**config.mk**
```make
export PLATFORM = sky130hd
export DESIGN_NAME = fault_record_frame_parser_top_flat
export DESIGN_NICKNAME = d
export VERILOG_FILES = /design/src/hw/rtl/frp_pkg.sv /design/src/hw/rtl/frp_if.sv /design/src/hw/rtl/frp_parser.sv /design/src/hw/rtl/fault_record_frame_parser_top.sv /design/src/flat_wrapper.sv
export VERILOG_INCLUDE_DIRS = /design/src /design/src/hw/rtl
export SDC_FILE = /design/constraint.sdc
export NUM_CORES = 1
export LEC_CHECK = 0
export ABC_AREA = 1
export BUFFER_PORTS_ARGS = -buffer_cell sky130_fd_sc_hd__buf_2
export CORE_UTILIZATION = 35
export DETAILED_ROUTE_END_ITERATION = 6
export PLACE_DENSITY = 0.52
export SYNTH_ARGS = -nofsm -noshare
export SYNTH_HDL_FRONTEND = slang
export SYNTH_HIERARCHICAL = 1
export SYNTH_SLANG_ARGS = --single-unit
```
**constraint.sdc**
```tcl
create_clock -name i_clk -period 17.1 [get_ports i_clk]
set_clock_uncertainty 0.1 [all_clocks]
set_input_delay 0 -clock i_clk [delete_from_list [all_inputs] [get_ports i_clk]]
set_output_delay 0 -clock i_clk [all_outputs]
set_load 0.005 [all_outputs]
```
**src/hw/rtl/fault_record_frame_parser_top_defines.svh**
```systemverilog
// ---------------------------------------------------------------------------
// Fault record frame parser assertion macros
// Shared concurrent assertion forms, clocked on i_clk, disabled in reset.
// ---------------------------------------------------------------------------
`ifndef FAULT_RECORD_FRAME_PARSER_TOP_DEFINES_SVH
`define FAULT_RECORD_FRAME_PARSER_TOP_DEFINES_SVH

// same-cycle implication
`define FRP_ASSERT_IMPL(lbl, ante, cons) \
    lbl: assert property (@(posedge i_clk) disable iff (!i_rst_n) (ante) |-> (cons)) \
        else $error("frp assertion failed");

// next-cycle implication
`define FRP_ASSERT_NEXT(lbl, ante, cons) \
    lbl: assert property (@(posedge i_clk) disable iff (!i_rst_n) (ante) |=> (cons)) \
        else $error("frp assertion failed");

`endif

```
**src/hw/rtl/frp_pkg.sv**
```systemverilog
// ---------------------------------------------------------------------------
// Fault record frame parser package
// Result kinds, status codes, length limits and the emit record from the parser.
// ---------------------------------------------------------------------------
`timescale 1ns / 1ps

package frp_pkg;

    localparam logic [1:0] KIND_COMP    = 2'd0;
    localparam logic [1:0] KIND_META    = 2'd1;
    localparam logic [1:0] KIND_SUMMARY = 2'd2;

    localparam logic [1:0] STATUS_OK      = 2'd0;
    localparam logic [1:0] STATUS_INVALID = 2'd1;
    localparam logic [1:0] STATUS_TRUNC   = 2'd2;

    localparam int          VARINT_MAX_BYTES = 10;
    localparam logic [32:0] COUNT_MAX        = 33'h1_FFFF_FFFF;
    localparam int          PREFIX_BYTES     = 4;

    // string length limits and the widths of their length fields
    localparam int MAX_COMPONENT_LEN = 64;
    localparam int MAX_META_LEN      = 256;
    localparam int CLEN_W            = $clog2(MAX_COMPONENT_LEN + 1);
    localparam int MLEN_W            = $clog2(MAX_META_LEN + 1);

    // what one accepted byte produces
    typedef struct packed {
        logic       has_text;
        logic [1:0] text_kind;
        logic [7:0] text_byte;
        logic       has_sum;
        logic [1:0] status;
    } t_emit;

endpackage

```
**src/hw/rtl/frp_if.sv**
```systemverilog
// ---------------------------------------------------------------------------
// Fault record frame parser channels
// Valid/ready channels for frame bytes in and result words out.
// ---------------------------------------------------------------------------
`timescale 1ns / 1ps

interface frp_in_if;
    logic       valid;
    logic       ready;
    logic [7:0] frame_byte;
    logic       frame_end;

    modport source (output valid, output frame_byte, output frame_end, input ready);
    modport sink   (input valid, input frame_byte, input frame_end, output ready);
endinterface

interface frp_out_if;
    logic                      valid;
    logic                      ready;
    logic [1:0]                item_kind;
    logic [7:0]                text_byte;
    logic [1:0]                parse_status;
    logic [31:0]               record_id;
    logic [7:0]                severity_code;
    logic [63:0]               timestamp_value;
    logic [frp_pkg::CLEN_W-1:0] component_length;
    logic                      meta_seen;
    logic [frp_pkg::MLEN_W-1:0] meta_length;
    logic                      run_last;

    modport source (
        output valid, output item_kind, output text_byte, output parse_status,
        output record_id, output severity_code, output timestamp_value,
        output component_length, output meta_seen, output meta_length,
        output run_last, input ready
    );
    modport sink (
        input valid, input item_kind, input text_byte, input parse_status,
        input record_id, input severity_code, input timestamp_value,
        input component_length, input meta_seen, input meta_length,
        input run_last, output ready
    );
endinterface

```
**src/hw/rtl/frp_parser.sv**
```systemverilog
// ---------------------------------------------------------------------------
// Fault record frame parser core
// Per-byte field state machine with varint assembly and summary status.
// ---------------------------------------------------------------------------
`timescale 1ns / 1ps

module frp_parser (
    input  logic                       i_clk,
    input  logic                       i_rst_n,
    input  logic                       i_take,
    input  logic [7:0]                 i_byte,
    input  logic                       i_end,
    output frp_pkg::t_emit             o_emit,
    output logic [31:0]                o_id,
    output logic [7:0]                 o_sev,
    output logic [63:0]                o_ts,
    output logic [frp_pkg::CLEN_W-1:0] o_clen,
    output logic                       o_mflag,
    output logic [frp_pkg::MLEN_W-1:0] o_mlen
);
    import frp_pkg::*;

    localparam int REM_W = (CLEN_W > MLEN_W) ? CLEN_W : MLEN_W;

    localparam logic [3:0] PH_PREFIX = 4'd0;
    localparam logic [3:0] PH_CLEN   = 4'd1;
    localparam logic [3:0] PH_CBYTES = 4'd2;
    localparam logic [3:0] PH_ID     = 4'd3;
    localparam logic [3:0] PH_SEV    = 4'd4;
    localparam logic [3:0] PH_TS     = 4'd5;
    localparam logic [3:0] PH_TAG    = 4'd6;
    localparam logic [3:0] PH_MLEN   = 4'd7;
    localparam logic [3:0] PH_MBYTES = 4'd8;
    localparam logic [3:0] PH_DONE   = 4'd9;

    logic [3:0]        r_phase, n_phase;
    logic [32:0]       r_count, n_count;
    logic [31:0]       r_decl, n_decl;
    logic [63:0]       r_acc, n_acc;
    logic [3:0]        r_steps, n_steps;
    logic [REM_W-1:0]  r_remain, n_remain;
    logic [31:0]       r_id, n_id;
    logic [7:0]        r_sev, n_sev;
    logic [63:0]       r_ts, n_ts;
    logic [CLEN_W-1:0] r_clen, n_clen;
    logic [MLEN_W-1:0] r_mlen, n_mlen;
    logic              r_mflag, n_mflag;
    logic              r_err, n_err;

    logic [6:0]  v_shamt;
    logic [63:0] v_fed;
    logic        v_cont;
    logic        v_too_long;
    logic [1:0]  v_status;

    assign v_shamt    = 7'({3'd0, r_steps} * 7'd7);
    assign v_fed      = r_acc | ({57'd0, i_byte[6:0]} << v_shamt);
    assign v_cont     = i_byte[7];
    assign v_too_long = v_cont && (r_steps >= 4'(VARINT_MAX_BYTES - 1));

    always_comb begin
        n_phase  = r_phase;
        n_count  = (r_count != COUNT_MAX) ? r_count + 33'd1 : r_count;
        n_decl   = r_decl;
        n_acc    = r_acc;
        n_steps  = r_steps;
        n_remain = r_remain;
        n_id     = r_id;
        n_sev    = r_sev;
        n_ts     = r_ts;
        n_clen   = r_clen;
        n_mlen   = r_mlen;
        n_mflag  = r_mflag;
        n_err    = r_err;
        o_emit   = '0;

        if (r_phase == PH_PREFIX) begin
            n_decl = r_decl | ({24'd0, i_byte} << {r_count[1:0], 3'b000});
            if (r_count[1:0] == 2'(PREFIX_BYTES - 1)) begin
                n_phase = PH_CLEN;
                n_acc   = '0;
                n_steps = '0;
            end
        end else if (!r_err) begin
            unique case (r_phase) inside
                PH_CLEN, PH_MLEN: begin
                    if (v_too_long) begin
                        n_err = 1'b1;
                    end else if (v_cont) begin
                        n_acc   = v_fed;
                        n_steps = r_steps + 4'd1;
                    end else begin
                        n_acc   = '0;
                        n_steps = '0;
                        if (r_phase == PH_CLEN) begin
                            if (v_fed > 64'(MAX_COMPONENT_LEN)) begin
                                n_err = 1'b1;
                            end else begin
                                n_clen   = CLEN_W'(v_fed);
                                n_remain = REM_W'(v_fed);
                                n_phase  = (v_fed == '0) ? PH_ID : PH_CBYTES;
                            end
                        end else begin
                            if (v_fed > 64'(MAX_META_LEN)) begin
                                n_err = 1'b1;
                            end else begin
                                n_mlen   = MLEN_W'(v_fed);
                                n_remain = REM_W'(v_fed);
                                n_phase  = (v_fed == '0) ? PH_DONE : PH_MBYTES;
                            end
                        end
                    end
                end
                PH_CBYTES, PH_MBYTES: begin
                    o_emit.has_text  = 1'b1;
                    o_emit.text_kind = (r_phase == PH_CBYTES) ? KIND_COMP : KIND_META;
                    o_emit.text_byte = i_byte;
                    n_remain = r_remain - REM_W'(1);
                    if (r_remain == REM_W'(1)) begin
                        n_phase = (r_phase == PH_CBYTES) ? PH_ID : PH_DONE;
                    end
                end
                PH_ID: begin
                    if (v_too_long) begin
                        n_err = 1'b1;
                    end else if (v_cont) begin
                        n_acc   = v_fed;
                        n_steps = r_steps + 4'd1;
                    end else begin
                        n_acc   = '0;
                        n_steps = '0;
                        if (v_fed[63:32] != '0) begin
                            n_err = 1'b1;
                        end else begin
                            n_id    = v_fed[31:0];
                            n_phase = PH_SEV;
                        end
                    end
                end
                PH_SEV: begin
                    n_sev   = i_byte;
                    n_phase = PH_TS;
                    n_acc   = '0;
                    n_steps = '0;
                end
                PH_TS: begin
                    if (v_too_long) begin
                        n_err = 1'b1;
                    end else if (v_cont) begin
                        n_acc   = v_fed;
                        n_steps = r_steps + 4'd1;
                    end else begin
                        n_ts    = v_fed;
                        n_acc   = '0;
                        n_steps = '0;
                        n_phase = PH_TAG;
                    end
                end
                PH_TAG: begin
                    if (i_byte == 8'd0) begin
                        n_mflag = 1'b0;
                        n_mlen  = '0;
                        n_phase = PH_DONE;
                    end else if (i_byte == 8'd1) begin
                        n_mflag = 1'b1;
                        n_acc   = '0;
                        n_steps = '0;
                        n_phase = PH_MLEN;
                    end else begin
                        n_err = 1'b1;
                    end
                end
                default: begin
                    // done phase: any further byte is trailing garbage
                    n_err = 1'b1;
                end
            endcase
        end

        // summary looks at the state after this byte
        if (n_count < 33'(PREFIX_BYTES)) begin
            v_status = STATUS_INVALID;
        end else if ((n_count - 33'(PREFIX_BYTES)) != {1'b0, n_decl}) begin
            v_status = STATUS_INVALID;
        end else if (n_err) begin
            v_status = STATUS_INVALID;
        end else if (n_phase != PH_DONE) begin
            v_status = STATUS_TRUNC;
        end else begin
            v_status = STATUS_OK;
        end

        o_emit.has_sum = i_end;
        o_emit.status  = v_status;
        if (!i_take) begin
            o_emit = '0;
        end
    end

    assign o_id    = (v_status == STATUS_OK) ? n_id : '0;
    assign o_sev   = (v_status == STATUS_OK) ? n_sev : '0;
    assign o_ts    = (v_status == STATUS_OK) ? n_ts : '0;
    assign o_clen  = (v_status == STATUS_OK) ? n_clen : '0;
    assign o_mflag = (v_status == STATUS_OK) ? n_mflag : 1'b0;
    assign o_mlen  = (v_status == STATUS_OK) ? n_mlen : '0;

    // the end-of-frame byte returns everything to the reset state
    always_ff @(posedge i_clk) begin
        if (!i_rst_n || (i_take && i_end)) begin
            r_phase  <= PH_PREFIX;
            r_count  <= '0;
            r_decl   <= '0;
            r_acc    <= '0;
            r_steps  <= '0;
            r_remain <= '0;
            r_id     <= '0;
            r_sev    <= '0;
            r_ts     <= '0;
            r_clen   <= '0;
            r_mlen   <= '0;
            r_mflag  <= 1'b0;
            r_err    <= 1'b0;
        end else if (i_take) begin
            r_phase  <= n_phase;
            r_count  <= n_count;
            r_decl   <= n_decl;
            r_acc    <= n_acc;
            r_steps  <= n_steps;
            r_remain <= n_remain;
            r_id     <= n_id;
            r_sev    <= n_sev;
            r_ts     <= n_ts;
            r_clen   <= n_clen;
            r_mlen   <= n_mlen;
            r_mflag  <= n_mflag;
            r_err    <= n_err;
        end
    end

endmodule

```
**src/hw/rtl/fault_record_frame_parser_top.sv**
```systemverilog
// ---------------------------------------------------------------------------
// Fault record frame parser
// Deframes length-prefixed fault records, streams string bytes, summarizes.
//
//   channel   dir  word
//   i_frame   in   frame_byte, frame_end
//   o_item    out  kind, text byte, status, decoded fields, run_last
//
// One byte is taken per cycle while ready; it is parsed in the cycle it is taken.
// A string byte that ends the frame gives two words; a three-word output
// queue absorbs them, and i_frame.ready follows its registered occupancy
// (ready while at most one word is queued).
// Output stalls back up into i_frame through that queue only.
// Synchronous active-low reset; no memories, no clearing pass.
// ---------------------------------------------------------------------------
`timescale 1ns / 1ps
`include "fault_record_frame_parser_top_defines.svh"

module fault_record_frame_parser_top (
    input  logic      i_clk,
    input  logic      i_rst_n,
    frp_in_if.sink    i_frame,
    frp_out_if.source o_item
);
    import frp_pkg::*;

    typedef struct packed {
        logic [1:0]        kind;
        logic [7:0]        text;
        logic [1:0]        status;
        logic [31:0]       id;
        logic [7:0]        sev;
        logic [63:0]       ts;
        logic [CLEN_W-1:0] clen;
        logic              mflag;
        logic [MLEN_W-1:0] mlen;
        logic              last;
    } t_entry;

    t_emit             emit;
    logic [31:0]       p_id;
    logic [7:0]        p_sev;
    logic [63:0]       p_ts;
    logic [CLEN_W-1:0] p_clen;
    logic              p_mflag;
    logic [MLEN_W-1:0] p_mlen;

    logic       take;
    logic       pop;
    logic [1:0] push_n;
    logic [1:0] cnt_p;
    t_entry     text_item, sum_item, item0, item1;
    t_entry     sh [3];
    t_entry     r_q [3];
    t_entry     n_q [3];
    logic [1:0] r_cnt, n_cnt;
    logic [2:0] fill_next;
    logic       head_sum;
    logic       head_bad;

    assign i_frame.ready = (r_cnt <= 2'd1);
    assign take          = i_frame.valid && i_frame.ready;

    frp_parser u_parser (
        .i_clk   (i_clk),
        .i_rst_n (i_rst_n),
        .i_take  (take),
        .i_byte  (i_frame.frame_byte),
        .i_end   (i_frame.frame_end),
        .o_emit  (emit),
        .o_id    (p_id),
        .o_sev   (p_sev),
        .o_ts    (p_ts),
        .o_clen  (p_clen),
        .o_mflag (p_mflag),
        .o_mlen  (p_mlen)
    );

    always_comb begin
        text_item      = '0;
        text_item.kind = emit.text_kind;
        text_item.text = emit.text_byte;
        text_item.last = !emit.has_sum;

        sum_item        = '0;
        sum_item.kind   = KIND_SUMMARY;
        sum_item.status = emit.status;
        sum_item.id     = p_id;
        sum_item.sev    = p_sev;
        sum_item.ts     = p_ts;
        sum_item.clen   = p_clen;
        sum_item.mflag  = p_mflag;
        sum_item.mlen   = p_mlen;
        sum_item.last   = 1'b1;

        item0  = emit.has_text ? text_item : sum_item;
        item1  = sum_item;
        push_n = {1'b0, emit.has_text} + {1'b0, emit.has_sum};
    end

    assign pop   = (r_cnt != 2'd0) && o_item.ready;
    assign cnt_p = r_cnt - {1'b0, pop};
    assign n_cnt = cnt_p + push_n;

    // shift queue: head at slot 0, new words land just past the survivors
    always_comb begin
        sh[0] = pop ? r_q[1] : r_q[0];
        sh[1] = pop ? r_q[2] : r_q[1];
        sh[2] = r_q[2];
        for (int i = 0; i < 3; i++) begin
            n_q[i] = sh[i];
            if ((push_n != 2'd0) && (2'(i) == cnt_p)) begin
                n_q[i] = item0;
            end else if ((push_n == 2'd2) && (2'(i) == cnt_p + 2'd1)) begin
                n_q[i] = item1;
            end
        end
    end

    always_ff @(posedge i_clk) begin
        r_q <= n_q;
    end

    always_ff @(posedge i_clk) begin
        if (!i_rst_n) begin
            r_cnt <= '0;
        end else begin
            r_cnt <= n_cnt;
        end
    end

    assign o_item.valid            = (r_cnt != 2'd0);
    assign o_item.item_kind        = r_q[0].kind;
    assign o_item.text_byte        = r_q[0].text;
    assign o_item.parse_status     = r_q[0].status;
    assign o_item.record_id        = r_q[0].id;
    assign o_item.severity_code    = r_q[0].sev;
    assign o_item.timestamp_value  = r_q[0].ts;
    assign o_item.component_length = r_q[0].clen;
    assign o_item.meta_seen        = r_q[0].mflag;
    assign o_item.meta_length      = r_q[0].mlen;
    assign o_item.run_last         = r_q[0].last;

    assign fill_next = {1'b0, r_cnt} + {1'b0, push_n};
    assign head_sum  = (r_cnt != 2'd0) && (r_q[0].kind == KIND_SUMMARY);
    assign head_bad  = head_sum && (r_q[0].status != STATUS_OK);

    `FRP_ASSERT_IMPL(a_queue_no_overflow, take, fill_next <= 3'd3)
    `FRP_ASSERT_IMPL(a_summary_is_last, head_sum, r_q[0].last)
    `FRP_ASSERT_IMPL(a_bad_summary_zero, head_bad, (r_q[0].id == '0) && (r_q[0].ts == '0) && !r_q[0].mflag)
    `FRP_ASSERT_NEXT(a_pop_drains, pop && !take, r_cnt == $past(r_cnt) - 2'd1)

endmodule
```
**src/flat_wrapper.sv**
```systemverilog
// flat-port wrapper written by rule: the top's interface ports become plain ports
module fault_record_frame_parser_top_flat import frp_pkg::*;
  (i_clk, i_rst_n, i_frame_valid, i_frame_frame_byte, i_frame_frame_end, i_frame_ready, o_item_valid, o_item_item_kind, o_item_text_byte, o_item_parse_status, o_item_record_id, o_item_severity_code, o_item_timestamp_value, o_item_component_length, o_item_meta_seen, o_item_meta_length, o_item_run_last, o_item_ready);
  frp_in_if i_frame_i ();
  frp_out_if o_item_i ();
  input  logic i_clk;
  input  logic i_rst_n;
  input wire logic [$bits(i_frame_i.valid)-1:0] i_frame_valid;
  input wire logic [$bits(i_frame_i.frame_byte)-1:0] i_frame_frame_byte;
  input wire logic [$bits(i_frame_i.frame_end)-1:0] i_frame_frame_end;
  output wire logic [$bits(i_frame_i.ready)-1:0] i_frame_ready;
  output wire logic [$bits(o_item_i.valid)-1:0] o_item_valid;
  output wire logic [$bits(o_item_i.item_kind)-1:0] o_item_item_kind;
  output wire logic [$bits(o_item_i.text_byte)-1:0] o_item_text_byte;
  output wire logic [$bits(o_item_i.parse_status)-1:0] o_item_parse_status;
  output wire logic [$bits(o_item_i.record_id)-1:0] o_item_record_id;
  output wire logic [$bits(o_item_i.severity_code)-1:0] o_item_severity_code;
  output wire logic [$bits(o_item_i.timestamp_value)-1:0] o_item_timestamp_value;
  output wire logic [$bits(o_item_i.component_length)-1:0] o_item_component_length;
  output wire logic [$bits(o_item_i.meta_seen)-1:0] o_item_meta_seen;
  output wire logic [$bits(o_item_i.meta_length)-1:0] o_item_meta_length;
  output wire logic [$bits(o_item_i.run_last)-1:0] o_item_run_last;
  input wire logic [$bits(o_item_i.ready)-1:0] o_item_ready;
  assign i_frame_i.valid = i_frame_valid;
  assign i_frame_i.frame_byte = i_frame_frame_byte;
  assign i_frame_i.frame_end = i_frame_frame_end;
  assign i_frame_ready = i_frame_i.ready;
  assign o_item_valid = o_item_i.valid;
  assign o_item_item_kind = o_item_i.item_kind;
  assign o_item_text_byte = o_item_i.text_byte;
  assign o_item_parse_status = o_item_i.parse_status;
  assign o_item_record_id = o_item_i.record_id;
  assign o_item_severity_code = o_item_i.severity_code;
  assign o_item_timestamp_value = o_item_i.timestamp_value;
  assign o_item_component_length = o_item_i.component_length;
  assign o_item_meta_seen = o_item_i.meta_seen;
  assign o_item_meta_length = o_item_i.meta_length;
  assign o_item_run_last = o_item_i.run_last;
  assign o_item_i.ready = o_item_ready;
  fault_record_frame_parser_top u_core (.i_clk(i_clk), .i_rst_n(i_rst_n), .i_frame(i_frame_i), .o_item(o_item_i));
endmodule
```
# Word-level counts from Yosys, hierarchy flattened
# Cells that the tools add are included.
# Widths: inputs -> output; s select.
# op_classes
n_lt_le_gt_ge	5
add_sub_neg	8
shifts	2
mul	1
reduce_logical	33
bitwise	4
div_mod_pow	0
n_eq_ne	28
mux	116
# op_table
operator	n
$mux 134	9
$mux 64	13
$mux 32	8
$pmux 64 s3	1
$mux 9	13
$mux 4	24
$gt 64x7->1 const B	1
$gt 64x9->1 const B	1
$logic_not 64->1	1
$or 64x64->64	1
$shl 7x7->64	1
$mux 7	8
$pmux 9 s2	2
$add 33x1->33 const B	1
$lt 33x3->1 const B	1
$mux 11	3
$mux 33	1
$ne 33x32->1	1
$ne 33x33->1 const B	1
$sub 33x3->33 const B	1
$mux 8	4
$or 32x32->32	1
$reduce_bool 32->1	1
$shl 8x5->32	1
other kinds (44)	98
# word_totals
romBits	0
ramBits	0
memories	0
word_cells	241
output_inout_bits	136
regBits	672
latch_bits	0

# Logic depth before layout (Yosys ltp)
# depth
word_depth	23
mapped_depth	34
depth_no_buf	29

# Modules after synthesis
# Netlist, hierarchy kept.
# by_module_without_submodules
mod	area_per_inst_um2	seq_area_each_um2	instances	cells_each
fault_record_frame_parser_top	22013.6	12111.6	1	2689
frp_parser	16889.9	5365.1	1	2668

# Worst setup path after synthesis
# Ideal clock, no wire load.
# synth_timing
kind	flip-flop to flip-flop
start	register u_core.u_parser.r_phase[1]
end	register u_core/r_q[0] (netlist bit) (enable)
setup_time_ns	0.825
path_stages_with_launch	11
required_time_ns	16.175
slack_ns	4.733
t_arrival_ns	11.442
n_path_buf	1
synth_period_minus_slack_ns	12.367
cell_sequence	dfxtp_1 > nor2_1 > nand2_1 > inv_1 > nor2_1 > clkbuf_1 > nand2_1 > nor2_1 > ha_1 > inv_1 > o31ai_1
# synth_rtl
item	line_no	rtl
start, declared	frp_parser.sv:36	logic [3:0] r_phase, n_phase;
start signal, assigned	frp_parser.sv:224	r_phase <= n_phase;
end signal, assigned	fault_record_frame_parser_top.sv:121	r_q <= n_q;
end, declared	fault_record_frame_parser_top.sv:54	t_entry r_q [3];

==> results.toml <==
[clock_network]
cts-root-buf = "clkbuf_16"
cts_num_sinks = 672
clock_path_buffers = 3
cts.clk_slew.worst_paths_ns = 0.06
cts_buffers = 83
htree_levels = 3
cts_tree = "built"
clk_latency_ns = 0.65

[synthesis]
synth.area.top_cells = "edfxtp_1 (31%), dfxtp_1 (14%), nand2_1 (13%)"
synth.distinct_cells = 50
synth_commonest_cells = "nand2_1 (1361), inv_1 (836), nand3_1 (696)"
yosysTopAreaCellShare_pct = 31.03
avgSynthCellArea_um2 = 7.262
syn_nets = 5381
synth-main-ff-cell = "edfxtp_1"
yosysTopAreaCell = "edfxtp_1"
syn_area_um2 = 38900
synth-edff-count = 402
synth-async-reset-ratio_pct = 0
ys_seq_area_share_pct = 44.92
ys_warn_count = 6
synth_cells = 5357
ys_ff_latch = 672
synth.most_common_cell = "nand2_1"

[drt]
drt_iter0_drc = 2649
avgRoutedWirePerCell_um = 18.04
vias = 33120
drtPass1Iterations = 6
via_per_inst = 4.900
drc = 0
ant_nets = 0
wirelength_um = 121900

[layout]
layout-drive-gt1-share_pct = 8.786
nFillCells = 11480
final_util_pct = 38.71
layout.cells.non_filler = 6759
nets = 5235
area_growth_syn_to_layout_pct = 8.925
final_area_um2 = 42380

[critical_path]
slowest_stage = "buf_4"
path_max_fanout = 79
cp.arrival_ns = 6.77
crit_path_start_kind = "register"
cp_common_cell = "nand2_1"
critical_path_class = "reg2reg"
cpPeakStageDelay_ns = 0.75
r2r-start = "u_core/u_parser/r_count[0]"
critPathRequiredTime_ns = 17.39
startpoint = "u_core/u_parser/r_count[0]"
cp-end-kind = "register"

[place]
dp_hpwl_um = 75420
dp.cells = 6591
dpl_cell_area_um2 = 39660
place_congestion = 0.8986
dp_slack_ns = 10.65
portBuffers = 148

[floorplanning]
rows = 121
die_area_um2 = 112500
core-area_um2 = 109500
die_height_um = 335.4
die_x_um = 335.4
start_util_pct = 35.54
io_pins = 149

[power]
finalPower_mw = 6.485
power.density_nw_per_um2 = 153.0
p_leak_nw = 19.64
max-vdd-ir-drop_mv = 0.1086

[sta]
drv_slew = 0
finalCriticalPeriod_ns = 6.482
fmax_mhz = 154.3
hold_viol = 0
setup_viol = 0
fin_setup_tns_ns = 0
max_slew_margin_pct = 9.309
rsz0062_at_grt = "no"
whs_ns = 0.1035
period_share_pct = 37.91
worst_slew_pin_slew_ns = 1.346
setup_slack_ns = 10.62

[hold_path]
min_path_type = "in2reg"
min_from = "i_rst_n"

[grt]
grt_max_degree = 135
grt_overflow = 0
grt_pass1_vias = 30910
grt.total_usage_pct = 21.45
grt_pass1_wl_um = 187700
antenna_found_initial = 2

[outcome]
outcome = "completed"

[flow_run]
drv_cap = 0
[critical path: cells and delay by family, from the launching register on]
family	cells	cell delay, ns
xor gates and xnor gates	1	0.21
and+or+nand+nor	20	3.53
buffers and inverters	4	1.32
adders and majority gates	2	0.70
DFF	1	0.30
[timing repair]
item	4_1_cts	5_1_grt
endpoints found under the hold margin	74	0
buffers inserted	0	0
resized for setup	0	0
hold buffers	11	0
[cell type report]
cell class	instances	area (um^2)	share of cell area (%)
inverters	860	3241	7.647
repair buffers	205	1221	2.882
clock inverters	23	131.4	0.3100
flip-flops and latches	672	17480	41.24
multi-input cells	3389	15990	37.72
diodes	2	5.005	0.01181
clock buffers	132	2469	5.826
well taps	1476	1847	4.358
[flip-flops by register name, indices dropped and copies added (netlist names), 2 cells and up]
register and cells:
u_core/o_item.component_length 7, u_core/u_parser/r_steps 4, u_core/o_item.parse_status 2, u_core/u_parser/r_remain 9
u_core/u_parser/r_count 33, u_core/o_item.text_byte 8, u_core/r_q 268, u_core/r_cnt 2
u_core/o_item.timestamp_value 64, u_core/o_item.meta_length 9, u_core/u_parser/r_clen 7, u_core/u_parser/r_decl 32
u_core/u_parser/r_mlen 9, u_core/u_parser/r_id 32, u_core/u_parser/r_sev 8, u_core/u_parser/r_phase 4
u_core/o_item.record_id 32, u_core/o_item.severity_code 8, u_core/o_item.item_kind 2, u_core/u_parser/r_ts 64
u_core/u_parser/r_acc 64
[cell usage in the layout (no fill, tap or decap), types with 9 or more instances in the layout]
| cell | count |
|---|---|
| clkbuf_1 | 35 |
| clkbuf_16 | 89 |
| a31oi_1 | 9 |
| nand3_1 | 693 |
| inv_1 | 836 |
| buf_2 | 148 |
| mux2i_1 | 46 |
| nor2_1 | 532 |
| o211ai_1 | 137 |
| o21ai_1 | 13 |
| clkinv_1 | 17 |
| xnor2_1 | 16 |
| buf_4 | 44 |
| nor3_1 | 14 |
| dfxtp_1 | 270 |
| nand4_1 | 20 |
| nor2_2 | 85 |
| a21oi_1 | 154 |
| edfxtp_1 | 402 |
| nand2_1 | 1359 |
| inv_2 | 15 |
| xor2_1 | 12 |
| o21bai_1 | 12 |
| ha_1 | 11 |
| nor2_4 | 21 |
| o21ai_0 | 184 |
| dlygate4sd3_1 | 11 |
[where the power goes]
group          total, mW  internal [mW]  switching (mW)
sequential          2.47           2.32           0.155
combinational       2.31          0.596            1.71
clock               1.70           1.00           0.704
[per-layer routing]
layer,global-route usage [%],vias to the layer above,routed length (um)
met5,0,-,0
met1,28.35,15440,54090
met4,7.170,0,3471
li1,-,16620,-
met2,36.33,883,58350
met3,2.316,181,5989
[cell families (layout without fill, tap and decap cells)]
| kind of cell | count (synthesis) | after routing | synth area share [%] |
|---|---|---|---|
| buffers and inverters | 1296 | 1220 | 14.39 |
| other | 1 | 3 | 0.009639 |
| AOI/OAI and AO/OA | 537 | 537 | 8.063 |
| muxes | 46 | 46 | 1.184 |
| and+or+nand+nor | 2763 | 2763 | 30.31 |
| xor gates and xnor gates | 31 | 31 | 0.7719 |
| adders and majority gates | 11 | 11 | 0.3538 |
| DFF | 672 | 672 | 44.92 |
[path summary, 6_finish.rpt]
| check | depth (start not counted) | slack [ns] | to |
|---|---|---|---|
| min reg2reg | 2 | 0.35 | u_core/u_parser/r_acc[56] |
| max reg2reg | 27 | 10.62 | u_core/r_q[188] |
| min | 4 | 0.10 | u_core/r_cnt[1] |
| max | 27 | 10.62 | u_core/r_q[188] |
(Power assumes the default switching activity.)
